--- src/rtl/mbt_pkg.sv ---
`timescale 1ns / 1ps

package mbt_pkg;

    localparam int GROUP_BITS  = 11;            // bits per group
    localparam int NUM_TRITS   = 7;             // base-3 digits per group
    localparam int BUF_BITS    = 10;            // leftover bits kept between bytes
    localparam int CNT_W       = 4;             // holds 0..10
    localparam int SUM_W       = 5;             // holds 0..18
    localparam int EXT_W       = 18;            // buffer plus one byte

    localparam int QDEPTH      = 4;
    localparam int QPTR_W      = 2;
    localparam int QCNT_W      = 3;

    // v / 81 == (v * 12946) >> 20 for all v < 2048
    localparam int RECIP_W     = 14;
    localparam int PROD_W      = GROUP_BITS + RECIP_W;
    localparam int RECIP_SHIFT = 20;
    localparam logic [RECIP_W-1:0] RECIP_81 = 14'd12946;
    localparam int HI_W        = 5;             // v / 81, 0..25
    localparam int LO_W        = 7;             // v % 81, 0..80

    // trit table: entry i holds four base-3 digits of i, lowest digit in low bits
    localparam int TAB_ENTRIES = 81;
    localparam int TAB_EW      = 8;
    localparam int TAB_W       = TAB_ENTRIES * TAB_EW;

    typedef struct packed {
        logic                  last;
        logic [GROUP_BITS-1:0] value;
    } group_t;

    typedef struct packed {
        logic [1:0] n;      // number of groups pushed this cycle, 0..2
        group_t     g0;     // older group
        group_t     g1;
    } push_t;

    function automatic logic [TAB_W-1:0] build_trit_tab();
        logic [TAB_W-1:0] tab;
        logic [1:0]       d [4];
        logic             carry;
        tab = '0;
        for (int k = 0; k < 4; k++)
        begin
            d[k] = 2'd0;
        end
        for (int i = 0; i < TAB_ENTRIES; i++)
        begin
            tab[i*TAB_EW +: TAB_EW] = {d[3], d[2], d[1], d[0]};
            carry = 1'b1;
            for (int k = 0; k < 4; k++)
            begin
                if (carry)
                begin
                    if (d[k] == 2'd2)
                    begin
                        d[k] = 2'd0;
                    end
                    else
                    begin
                        d[k] = d[k] + 2'd1;
                        carry = 1'b0;
                    end
                end
            end
        end
        return tab;
    endfunction

    localparam logic [TAB_W-1:0] TRIT_TAB = build_trit_tab();

endpackage

--- src/rtl/message_bits_to_trits.sv ---
`timescale 1ns / 1ps

// Message bits to trits.
// Input stream: one message byte per word on s_tdata, bit 7 taken first;
// s_tlast marks the final byte of a message. Bits are gathered into 11-bit
// groups, the first bit in the group's lsb. Output stream: one group per
// word, as seven base-3 digits on m_tdata (2 bits each, lowest digit in the
// lowest bits); m_tlast marks the final group of the message. On the final
// byte any leftover bits are zero-padded into one more group, so a byte
// yields zero, one or two groups.
// Throughput: one byte per cycle while s_tready is high, one group per cycle
// out while m_tready is high. The front end packs bits and pushes up to two
// groups a cycle into a 4-deep queue; s_tready is high while the queue has
// room for two groups. A group is written to the queue on the edge that
// accepts the byte completing it, then passes the split stage and the digit
// table register before it shows on m_tvalid; a stall can hold it in either.
// Reset clears the bit buffer, the queue and both back-end stages.
// When m_tready is low the output word holds, the back end stalls, the
// queue fills and s_tready drops; nothing is lost.
module message_bits_to_trits
    import mbt_pkg::*;
(
    input  logic        clk,
    input  logic        rst_n,
    input  logic        s_tvalid,
    output logic        s_tready,
    input  logic [7:0]  s_tdata,    // [7:0] msg_byte
    input  logic        s_tlast,    // last_byte
    output logic        m_tvalid,
    input  logic        m_tready,
    output logic [15:0] m_tdata,    // [1:0] trit0 .. [13:12] trit6, [15:14] zero
    output logic        m_tlast     // last_group
);

    push_t                  push;
    logic                   room;
    logic                   q_valid;
    logic                   q_pop;
    group_t                 q_data;
    logic [QCNT_W-1:0]      q_level;
    logic [2*NUM_TRITS-1:0] trits;
    logic                   accept;

    assign accept   = s_tvalid && room;
    assign s_tready = room;

    mbt_front u_front
    (
        .clk       (clk),
        .rst_n     (rst_n),
        .accept    (accept),
        .msg_byte  (s_tdata),
        .last_byte (s_tlast),
        .push      (push)
    );

    mbt_queue u_queue
    (
        .clk      (clk),
        .rst_n    (rst_n),
        .push     (push),
        .room     (room),
        .rd_valid (q_valid),
        .rd_pop   (q_pop),
        .rd_data  (q_data),
        .level    (q_level)
    );

    mbt_back u_back
    (
        .clk       (clk),
        .rst_n     (rst_n),
        .q_valid   (q_valid),
        .q_data    (q_data),
        .q_pop     (q_pop),
        .out_valid (m_tvalid),
        .out_ready (m_tready),
        .out_trits (trits),
        .out_last  (m_tlast)
    );

    assign m_tdata = {2'b00, trits};

    // queue never overfills
    assert property (@(posedge clk) disable iff (!rst_n)
        q_level <= QCNT_W'(QDEPTH))
        else $error("group queue overflow");

    // no push without an accepted byte
    assert property (@(posedge clk) disable iff (!rst_n)
        !accept |-> (push.n == 2'd0))
        else $error("group pushed without input");

    // every digit is a valid trit
    assert property (@(posedge clk) disable iff (!rst_n)
        m_tvalid |-> !(m_tdata[1:0] == 2'd3 || m_tdata[3:2] == 2'd3
            || m_tdata[5:4] == 2'd3 || m_tdata[7:6] == 2'd3
            || m_tdata[9:8] == 2'd3 || m_tdata[11:10] == 2'd3
            || m_tdata[13:12] == 2'd3))
        else $error("digit out of range");

endmodule

--- src/rtl/mbt_front.sv ---
`timescale 1ns / 1ps

module mbt_front
    import mbt_pkg::*;
(
    input  logic       clk,
    input  logic       rst_n,
    input  logic       accept,
    input  logic [7:0] msg_byte,
    input  logic       last_byte,
    output push_t      push
);

    logic [BUF_BITS-1:0] buf_reg, buf_next;
    logic [CNT_W-1:0]    cnt_reg, cnt_next;

    logic [7:0]       rev;
    logic [EXT_W-1:0] ext;
    logic [EXT_W-1:0] rem;
    logic [SUM_W-1:0] tot;
    logic [SUM_W-1:0] rem_cnt;
    logic             full;
    logic             flush;
    group_t           g_full;
    group_t           g_pad;

    always_comb
    begin
        for (int i = 0; i < 8; i++)
        begin
            rev[i] = msg_byte[7-i];
        end
        // bit 7 of the byte goes to the lowest free position
        ext     = {8'b0, buf_reg} | ({10'b0, rev} << cnt_reg);
        tot     = {1'b0, cnt_reg} + SUM_W'(8);
        full    = (tot >= SUM_W'(GROUP_BITS));
        rem     = full ? (ext >> GROUP_BITS) : ext;
        rem_cnt = full ? (tot - SUM_W'(GROUP_BITS)) : tot;
        flush   = last_byte && (rem_cnt != '0);

        g_full.value = ext[GROUP_BITS-1:0];
        g_full.last  = last_byte && (rem_cnt == '0);
        g_pad.value  = rem[GROUP_BITS-1:0];
        g_pad.last   = 1'b1;

        push.n  = 2'd0;
        push.g0 = g_full;
        push.g1 = g_pad;
        if (accept)
        begin
            if (full && flush)
            begin
                push.n = 2'd2;
            end
            else if (full)
            begin
                push.n = 2'd1;
            end
            else if (flush)
            begin
                push.n  = 2'd1;
                push.g0 = g_pad;
            end
        end

        buf_next = buf_reg;
        cnt_next = cnt_reg;
        if (accept)
        begin
            if (last_byte)
            begin
                buf_next = '0;
                cnt_next = '0;
            end
            else
            begin
                buf_next = rem[BUF_BITS-1:0];
                cnt_next = rem_cnt[CNT_W-1:0];
            end
        end
    end

    always_ff @(posedge clk or negedge rst_n)
    begin
        if (!rst_n)
        begin
            buf_reg <= '0;
            cnt_reg <= '0;
        end
        else
        begin
            buf_reg <= buf_next;
            cnt_reg <= cnt_next;
        end
    end

endmodule

--- src/rtl/mbt_queue.sv ---
`timescale 1ns / 1ps

module mbt_queue
    import mbt_pkg::*;
(
    input  logic              clk,
    input  logic              rst_n,
    input  push_t             push,
    output logic              room,     // space for two more groups
    output logic              rd_valid,
    input  logic              rd_pop,
    output group_t            rd_data,
    output logic [QCNT_W-1:0] level
);

    group_t              mem_reg [QDEPTH];
    logic [QPTR_W-1:0]   wr_ptr_reg, wr_ptr_next;
    logic [QPTR_W-1:0]   rd_ptr_reg, rd_ptr_next;
    logic [QCNT_W-1:0]   cnt_reg, cnt_next;
    logic                pop;

    assign room     = (cnt_reg <= QCNT_W'(QDEPTH - 2));
    assign rd_valid = (cnt_reg != '0);
    assign rd_data  = mem_reg[rd_ptr_reg];
    assign level    = cnt_reg;
    assign pop      = rd_valid && rd_pop;

    always_comb
    begin
        wr_ptr_next = wr_ptr_reg + QPTR_W'(push.n);
        rd_ptr_next = rd_ptr_reg + QPTR_W'(pop);
        cnt_next    = cnt_reg + QCNT_W'(push.n) - QCNT_W'(pop);
    end

    always_ff @(posedge clk)
    begin
        if (push.n != 2'd0)
        begin
            mem_reg[wr_ptr_reg] <= push.g0;
        end
        if (push.n == 2'd2)
        begin
            mem_reg[wr_ptr_reg + QPTR_W'(1)] <= push.g1;
        end
    end

    always_ff @(posedge clk or negedge rst_n)
    begin
        if (!rst_n)
        begin
            wr_ptr_reg <= '0;
            rd_ptr_reg <= '0;
            cnt_reg    <= '0;
        end
        else
        begin
            wr_ptr_reg <= wr_ptr_next;
            rd_ptr_reg <= rd_ptr_next;
            cnt_reg    <= cnt_next;
        end
    end

endmodule

--- src/rtl/mbt_back.sv ---
`timescale 1ns / 1ps

module mbt_back
    import mbt_pkg::*;
(
    input  logic         clk,
    input  logic         rst_n,
    input  logic         q_valid,
    input  group_t       q_data,
    output logic         q_pop,
    output logic         out_valid,
    input  logic         out_ready,
    output logic [2*NUM_TRITS-1:0] out_trits,
    output logic         out_last
);

    // stage 1: split v into v/81 and v%81
    logic             s1_valid_reg, s1_valid_next;
    logic [HI_W-1:0]  hi_reg, hi_next;
    logic [LO_W-1:0]  lo_reg, lo_next;
    logic             s1_last_reg, s1_last_next;

    // stage 2: output register
    logic                   out_valid_reg, out_valid_next;
    logic [2*NUM_TRITS-1:0] trits_reg, trits_next;
    logic                   last_reg, last_next;

    logic                   s1_adv;
    logic                   s1_open;
    logic [PROD_W-1:0]      prod;
    logic [GROUP_BITS-1:0]  hi_x81;
    logic [GROUP_BITS-1:0]  lo_full;
    logic [TAB_EW-1:0]      lo_trits;
    logic [TAB_EW-1:0]      hi_trits;

    assign s1_adv  = !out_valid_reg || out_ready;
    assign s1_open = !s1_valid_reg || s1_adv;
    assign q_pop   = q_valid && s1_open;

    always_comb
    begin
        prod    = PROD_W'(q_data.value) * PROD_W'(RECIP_81);
        hi_next = prod[RECIP_SHIFT +: HI_W];
        hi_x81  = (GROUP_BITS'(hi_next) << 6) + (GROUP_BITS'(hi_next) << 4)
                + GROUP_BITS'(hi_next);
        lo_full = q_data.value - hi_x81;
        lo_next = lo_full[LO_W-1:0];
        s1_last_next  = q_data.last;
        s1_valid_next = s1_open ? q_valid : s1_valid_reg;

        lo_trits   = TRIT_TAB[{lo_reg, 3'b000} +: TAB_EW];
        hi_trits   = TRIT_TAB[{hi_reg, 3'b000} +: TAB_EW];
        trits_next = {hi_trits[5:0], lo_trits};
        last_next  = s1_last_reg;
        out_valid_next = s1_adv ? s1_valid_reg : out_valid_reg;
    end

    always_ff @(posedge clk)
    begin
        if (q_pop)
        begin
            hi_reg      <= hi_next;
            lo_reg      <= lo_next;
            s1_last_reg <= s1_last_next;
        end
        if (s1_adv && s1_valid_reg)
        begin
            trits_reg <= trits_next;
            last_reg  <= last_next;
        end
    end

    always_ff @(posedge clk or negedge rst_n)
    begin
        if (!rst_n)
        begin
            s1_valid_reg  <= 1'b0;
            out_valid_reg <= 1'b0;
        end
        else
        begin
            s1_valid_reg  <= s1_valid_next;
            out_valid_reg <= out_valid_next;
        end
    end

    assign out_valid = out_valid_reg;
    assign out_trits = trits_reg;
    assign out_last  = last_reg;

endmodule

--- config.mk ---
export PLATFORM = sky130hd
export DESIGN_NAME = message_bits_to_trits
export DESIGN_NICKNAME = d
export VERILOG_FILES = /design/src/rtl/mbt_pkg.sv /design/src/rtl/message_bits_to_trits.sv /design/src/rtl/mbt_front.sv /design/src/rtl/mbt_queue.sv /design/src/rtl/mbt_back.sv
export SDC_FILE = /design/constraint.sdc
export NUM_CORES = 1
export LEC_CHECK = 0
export ABC_CLOCK_PERIOD_IN_PS = 11290
export BUFFER_PORTS_ARGS = -buffer_cell sky130_fd_sc_hd__buf_2
export CAP_MARGIN = 20
export CORE_AREA = 2 2 210 109
export CTS_BUF_LIST = sky130_fd_sc_hd__clkbuf_4
export DETAILED_ROUTE_END_ITERATION = 6
export DIE_AREA = 0 0 212 111
export MAX_ROUTING_LAYER = met4
export SYNTH_ARGS = -nofsm -noshare
export SYNTH_HDL_FRONTEND = slang
export SYNTH_SLANG_ARGS = --single-unit
--- constraint.sdc ---
create_clock -name clk -period 11.29 [get_ports clk]
set_input_delay 2.258 -clock clk [delete_from_list [all_inputs] [get_ports clk]]
set_output_delay 2.258 -clock clk [all_outputs]
set_load 0.005 [all_outputs]
# Word level (Yosys, flattened, before mapping)
# Memories as Yosys holds them, arrays and structs flattened.
# Index checks and enable logic that the tools add are counted.
op_classes:
  n_shift: 3
  muxes: 14
  n_eq_ne: 1
  bitwise_logic: 1
  div_mod_pow: 0
  n_lt_le_gt_ge: 2
  mul: 1
  reduce_logical: 15
  n_addsub: 10
ops:
  columns: ["operator", "n"]
  rows:
  - ["648-bit by 11-bit variable part select with 8-bit output, first input constant", 1]
  - ["648-bit by 9-bit variable part select with 6-bit output, first input constant", 1]
  - ["11-bit by 13-bit multiplier with 24-bit output, second input constant", 1]
  - ["12-bit two-way mux", 2]
  - ["10-bit by 18-bit bitwise OR with 18-bit output", 1]
  - ["8-bit by 4-bit left shift with 18-bit output", 1]
  - ["14-bit two-way mux", 1]
  - ["13-bit two-way mux", 1]
  - ["11-bit two-way mux", 1]
  - ["10-bit two-way mux", 1]
  - ["7-bit by 5-bit adder with 7-bit output", 1]
  - ["7-bit adder", 1]
  - ["1-bit logical AND", 7]
  - ["7-bit subtractor", 1]
  - ["4-bit by 4-bit adder with 5-bit output, second input constant", 1]
  - ["5-bit by 4-bit >= comparator with 1-bit output, second input constant", 1]
  - ["5-bit logical NOT", 1]
  - ["5-bit two-way mux", 1]
  - ["5-bit nonzero test", 1]
  - ["5-bit by 4-bit subtractor with 5-bit output, second input constant", 1]
  - ["1-bit two-way mux", 4]
  - ["2-bit two-way mux", 2]
  - ["4-bit two-way mux", 1]
  - ["3-bit by 2-bit adder with 3-bit output", 1]
  - ["other kinds (10)", 12]
totals:
  inputBits: 13
  romBits: 0
  mem_bits_rw: 48
  memories: 1
  latchBits: 0
  regBits: 51
mem_list:
  columns: ["memory", "depth", "word_bits", "read_ports", "rd_ports_with_merged_regs", "write_ports", "line_no", "text"]
  rows:
  - ["u_queue.mem_reg", 4, 12, 1, 0, 2, "mbt_queue.sv:16", "group_t mem_reg [QDEPTH];"]

# Logic depth before layout (Yosys ltp)
logic_depth:
  word_depth: 12
  ltp_mapped: 26
  ltp_nobuf: 25

# By module
# Synthesis repeated with hierarchy kept, for this count alone.
hier_totals:
  cells_unflattened: 769
  hier_area_um2: 8513.2
by_module_without_submodules:
  columns: ["module", "area_each_um2", "n_inst", "cells_each"]
  rows:
  - ["mbt_back", 4058.9, 1, 427]
  - ["mbt_queue", 2864.0, 1, 155]
  - ["mbt_front", 1565.3, 1, 183]
  - ["message_bits_to_trits", 25.0, 1, 4]

# Worst setup path before layout
# No wires, ideal clock.
synth_timing:
  kind: "register -> register"
  from: "reg u_queue.rd_ptr_reg[0]"
  to: "reg u_back.lo_reg[6], data pin"
  slack_ps: 4689
  required_ps: 11027
  stages_incl_launch_ff: 25
  path_buffers: 1
  t_arrival_ps: 6338
  period_less_slack_ps: 6601
  path_cell_list: "dfrtp_1 -> buf_4 -> mux4_2 -> ha_1 -> ha_1 -> fa_1 -> fa_1 -> fa_1 -> ha_1 -> o21a_1 -> o21ai_0 -> a21boi_0 -> o211ai_2 -> o21ai_2 -> a31oi_1 -> xnor2_1 -> ha_1 -> fa_1 -> inv_1 -> ha_1 -> a21oi_1 -> o21ai_0 -> xnor2_1 -> xnor2_1 -> xnor2_1"
synth_between:
  word_cells_on_any_way: 5
synth_rtl:
  columns: ["item", "line_no", "text"]
  rows:
  - ["from (decl)", "mbt_queue.sv:18", "logic [QPTR_W-1:0] rd_ptr_reg, rd_ptr_next;"]
  - ["from (signal assigned)", "mbt_queue.sv:58", "rd_ptr_reg <= rd_ptr_next;"]
  - ["memory read 4 x 12 bit", null, null]
  - ["11-bit by 13-bit multiplier with 24-bit output", "mbt_back.sv:42", "prod = PROD_W'(q_data.value) * PROD_W'(RECIP_81);"]
  - ["net u_back.prod[24]", "mbt_back.sv:30", "logic [PROD_W-1:0] prod;"]
  - ["7-bit by 5-bit adder with 7-bit output", "mbt_back.sv:45", "+ GROUP_BITS'(hi_next);"]
  - ["7-bit subtractor", "mbt_back.sv:46", "lo_full = q_data.value - hi_x81;"]
  - ["net u_back.lo_full[6]", "mbt_back.sv:32", "logic [GROUP_BITS-1:0] lo_full;"]
  - ["to (signal assigned)", "mbt_back.sv:63", "lo_reg <= lo_next;"]
  - ["to (decl)", "mbt_back.sv:20", "logic [LO_W-1:0] lo_reg, lo_next;"]
# The timed path passes the listed nets, and every way through them passes these cells.
# A chain may end at the register's enable or synchronous reset.

# Worst setup path in the final report
# Ends and elaborated chain as after synthesis.

==> impl_metrics.tcl <==
set metrics [dict create \
    status "finished, final reports clean" \
    cts_made_buffers 9 \
    cts_max_path_buffers 2 \
    synth_flop_cell "edfxtp_1" \
    grt_overflow 0 \
    clkLatencyLatePin_ns 0.47 \
    post_drt_wl_per_cell_microns 16.1 \
    drtIter0Drc 507 \
    grt_max_degree 27 \
    maxClockFrequency_mhz 136 \
    hold_viol_final 0 \
    cts-root-buf "clkbuf_4" \
    fp.dieH_microns 111 \
    syn-cell-area_sq_um 7490 \
    io_pins 32 \
    finalWirelength_microns 16800 \
    vias 5399 \
    htreeDepth 3 \
    drt_pre_antenna_iters 5 \
    worstSetupPathType "register to register" \
    drive_gt1_frac 0.105 \
    synthArstFlopShare 0.232 \
    rows 39 \
    max_stage_delay_ns 0.90 \
    postCtsSetupRepairBufs 0 \
    synth.ff_latch_count 99 \
    rsz0062_at_grt "false" \
    synthCells 720 \
    viasPerCell 5.18 \
    finalSetupViolCount 0 \
    grt_use_total 0.155 \
    fin_cells 1043 \
    synth_edf_count 72 \
    yosysTopAreaCellShare 0.289 \
    grt_pass1_wl_microns 27700 \
    drc 0 \
    syn_to_final_growth_pct 7.62 \
    initial_core_util 0.340 \
    period_share 0.653 \
    post-place-ws_ns 3.94 \
    clock_sinks 99 \
    cts_resized 0 \
    cp.arrival_ns 7.59 \
    path_buf_inv 3 \
    place.gp.congestion 0.879 \
    nets 864 \
    antennaDiodeCount 0 \
    holdCritPathClass "register to register" \
    min_period_ns 7.37 \
    antenna_left 0 \
    place_hpwl_microns 13200 \
    crit_family "adder cells" \
    die_area_sq_um 23500 \
    skew_ns 0.0279 \
    largest_reg_flops 48 \
    drv_slew 0 \
    synth_seq_area_share 0.376 \
    crit_fanout 13 \
    dp_cells 1027 \
    antenna_found_initial 0 \
    ys_top_cells_by_area "edfxtp_1 29%, ha_1 16%, dfrtp_1 7.7%" \
    dieWidth_microns 212 \
    cts_tree "yes" \
    start_kind "register" \
    first_global_vias 4918 \
    yosys_warnings 0 \
    worst_slew_pin_slew_ns 0.813 \
    syn_area_per_cell_sq_um 10.4 \
    path_common_cell "ha_1" \
    fin_ws_ns 3.92 \
    worstSetupEndpointType "register" \
    coreArea_sq_um 22000 \
    io_buffer_count 29 \
    ys_types 61 \
    setup_tns_ns 0 \
    yosysTopAreaCell "edfxtp_1" \
    required_ns 11.51 \
    cap_violations 0 \
    holdBufCountCts 0 \
    clk_pin_slew_worst_paths_ns 0.16 \
    n_fill_cell 2182 \
    critPathSlowestCell "dfrtp_1" \
    hold_ws_ns 0.439 \
    relSlewSlack 0.458 \
]
worst register-to-register path: cells and delay by family (launching register included):
family / cells / cell delay (ns)
AOI/OAI and AO/OA: 8 / 1.61
buffers and inverters: 3 / 0.32
DFF: 1 / 0.90
xor gates and xnor gates: 4 / 0.56
adders and majority gates: 9 / 3.01
muxes: 1 / 0.72
layout by cell type, fill, tap and decap left out, types with 9 or more instances in the layout:
cell type	synthesis	routed
nand2_1	63	63
clkbuf_4	0	10
a21oi_1	36	36
dfrtp_1	23	23
nor2_1	48	48
xnor2_1	16	16
buf_2	4	29
fa_1	26	26
o21ai_0	50	50
mux2i_1	13	13
ha_1	94	94
nand2b_1	9	9
o22ai_1	34	34
mux2_2	9	9
edfxtp_1	72	72
inv_1	72	72
mux4_2	12	12
per-stage QoR:
| step | cell area (sq um) | util |
|---|---|---|
| 2_1_floorplan | 7500 | - |
| 4_1_cts | 8060 | 0.366 |
| 6_report | 8060 | 0.366 |
| 3_5_place_dp | 7900 | 0.359 |
| 5_1_grt | 8060 | 0.366 |
| 3_3_place_gp | 7900 | 0.359 |
metal layers:
| layer | wire [microns] | track usage | vias up |
|---|---|---|---|
| met5 | 0 | - | - |
| met4 | 91 | 0.0230 | 0 |
| met3 | 1640 | 0.0479 | 8 |
| met2 | 5700 | 0.168 | 202 |
| met1 | 9400 | 0.263 | 2574 |
| li1 | - | - | 2615 |
cells in the mapped netlist, types with 5 or more instances:
master / count
mux2_2: 9
mux4_2: 12
fa_1: 26
dfrtp_1: 23
clkbuf_1: 18
nor2b_1: 7
nand3_1: 7
o21ai_0: 50
ha_1: 94
nand2_1: 63
xnor2_1: 16
edfxtp_1: 72
a211oi_1: 5
nand2b_1: 9
a21oi_1: 36
nor3_1: 7
mux2i_1: 13
a21o_1: 5
xor2_1: 7
nor2_1: 48
o21a_1: 6
buf_1: 6
o22ai_1: 34
inv_1: 72
and2_1: 6
logic make-up after synthesis:
family / Yosys count / share of synthesized area
AOI/OAI and AO/OA: 174 / 0.147
and+or+nand+nor: 165 / 0.100
adders and majority gates: 120 / 0.226
buffers and inverters: 103 / 0.0538
DFF: 99 / 0.376
muxes: 34 / 0.0670
xor gates and xnor gates: 24 / 0.0291
other: 1 / 0.000501
final timing paths:
check / start / end / slack, ns / cells after the start
max: u_queue.rd_ptr_reg[0] / u_back.lo_reg[6] / 3.92 / 25
min: u_back.last_next / u_back.out_last / 0.44 / 0
max reg2reg: u_queue.rd_ptr_reg[0] / u_back.lo_reg[6] / 3.92 / 25
min reg2reg: u_back.last_next / u_back.out_last / 0.44 / 0
max in group asynchronous: rst_n / u_front.buf_reg[5] / 9.09 / 1
min in group asynchronous: rst_n / u_front.buf_reg[3] / 1.77 / 1
area by class of cell:
cell class / instances / area (sq um) / area share
inverter: 72 / 270 / 0.0335
clock inverter: 6 / 87.6 / 0.0109
clock buffer: 10 / 75.1 / 0.00931
sequential: 99 / 2820 / 0.349
tap: 307 / 384 / 0.0476
timing repair buffer: 30 / 153 / 0.0189
multi-input combinational: 519 / 4280 / 0.530
Power is left out: the tool's default activity adds up to more than one toggle a clock period on the data nets, which glitch-free logic cannot reach.
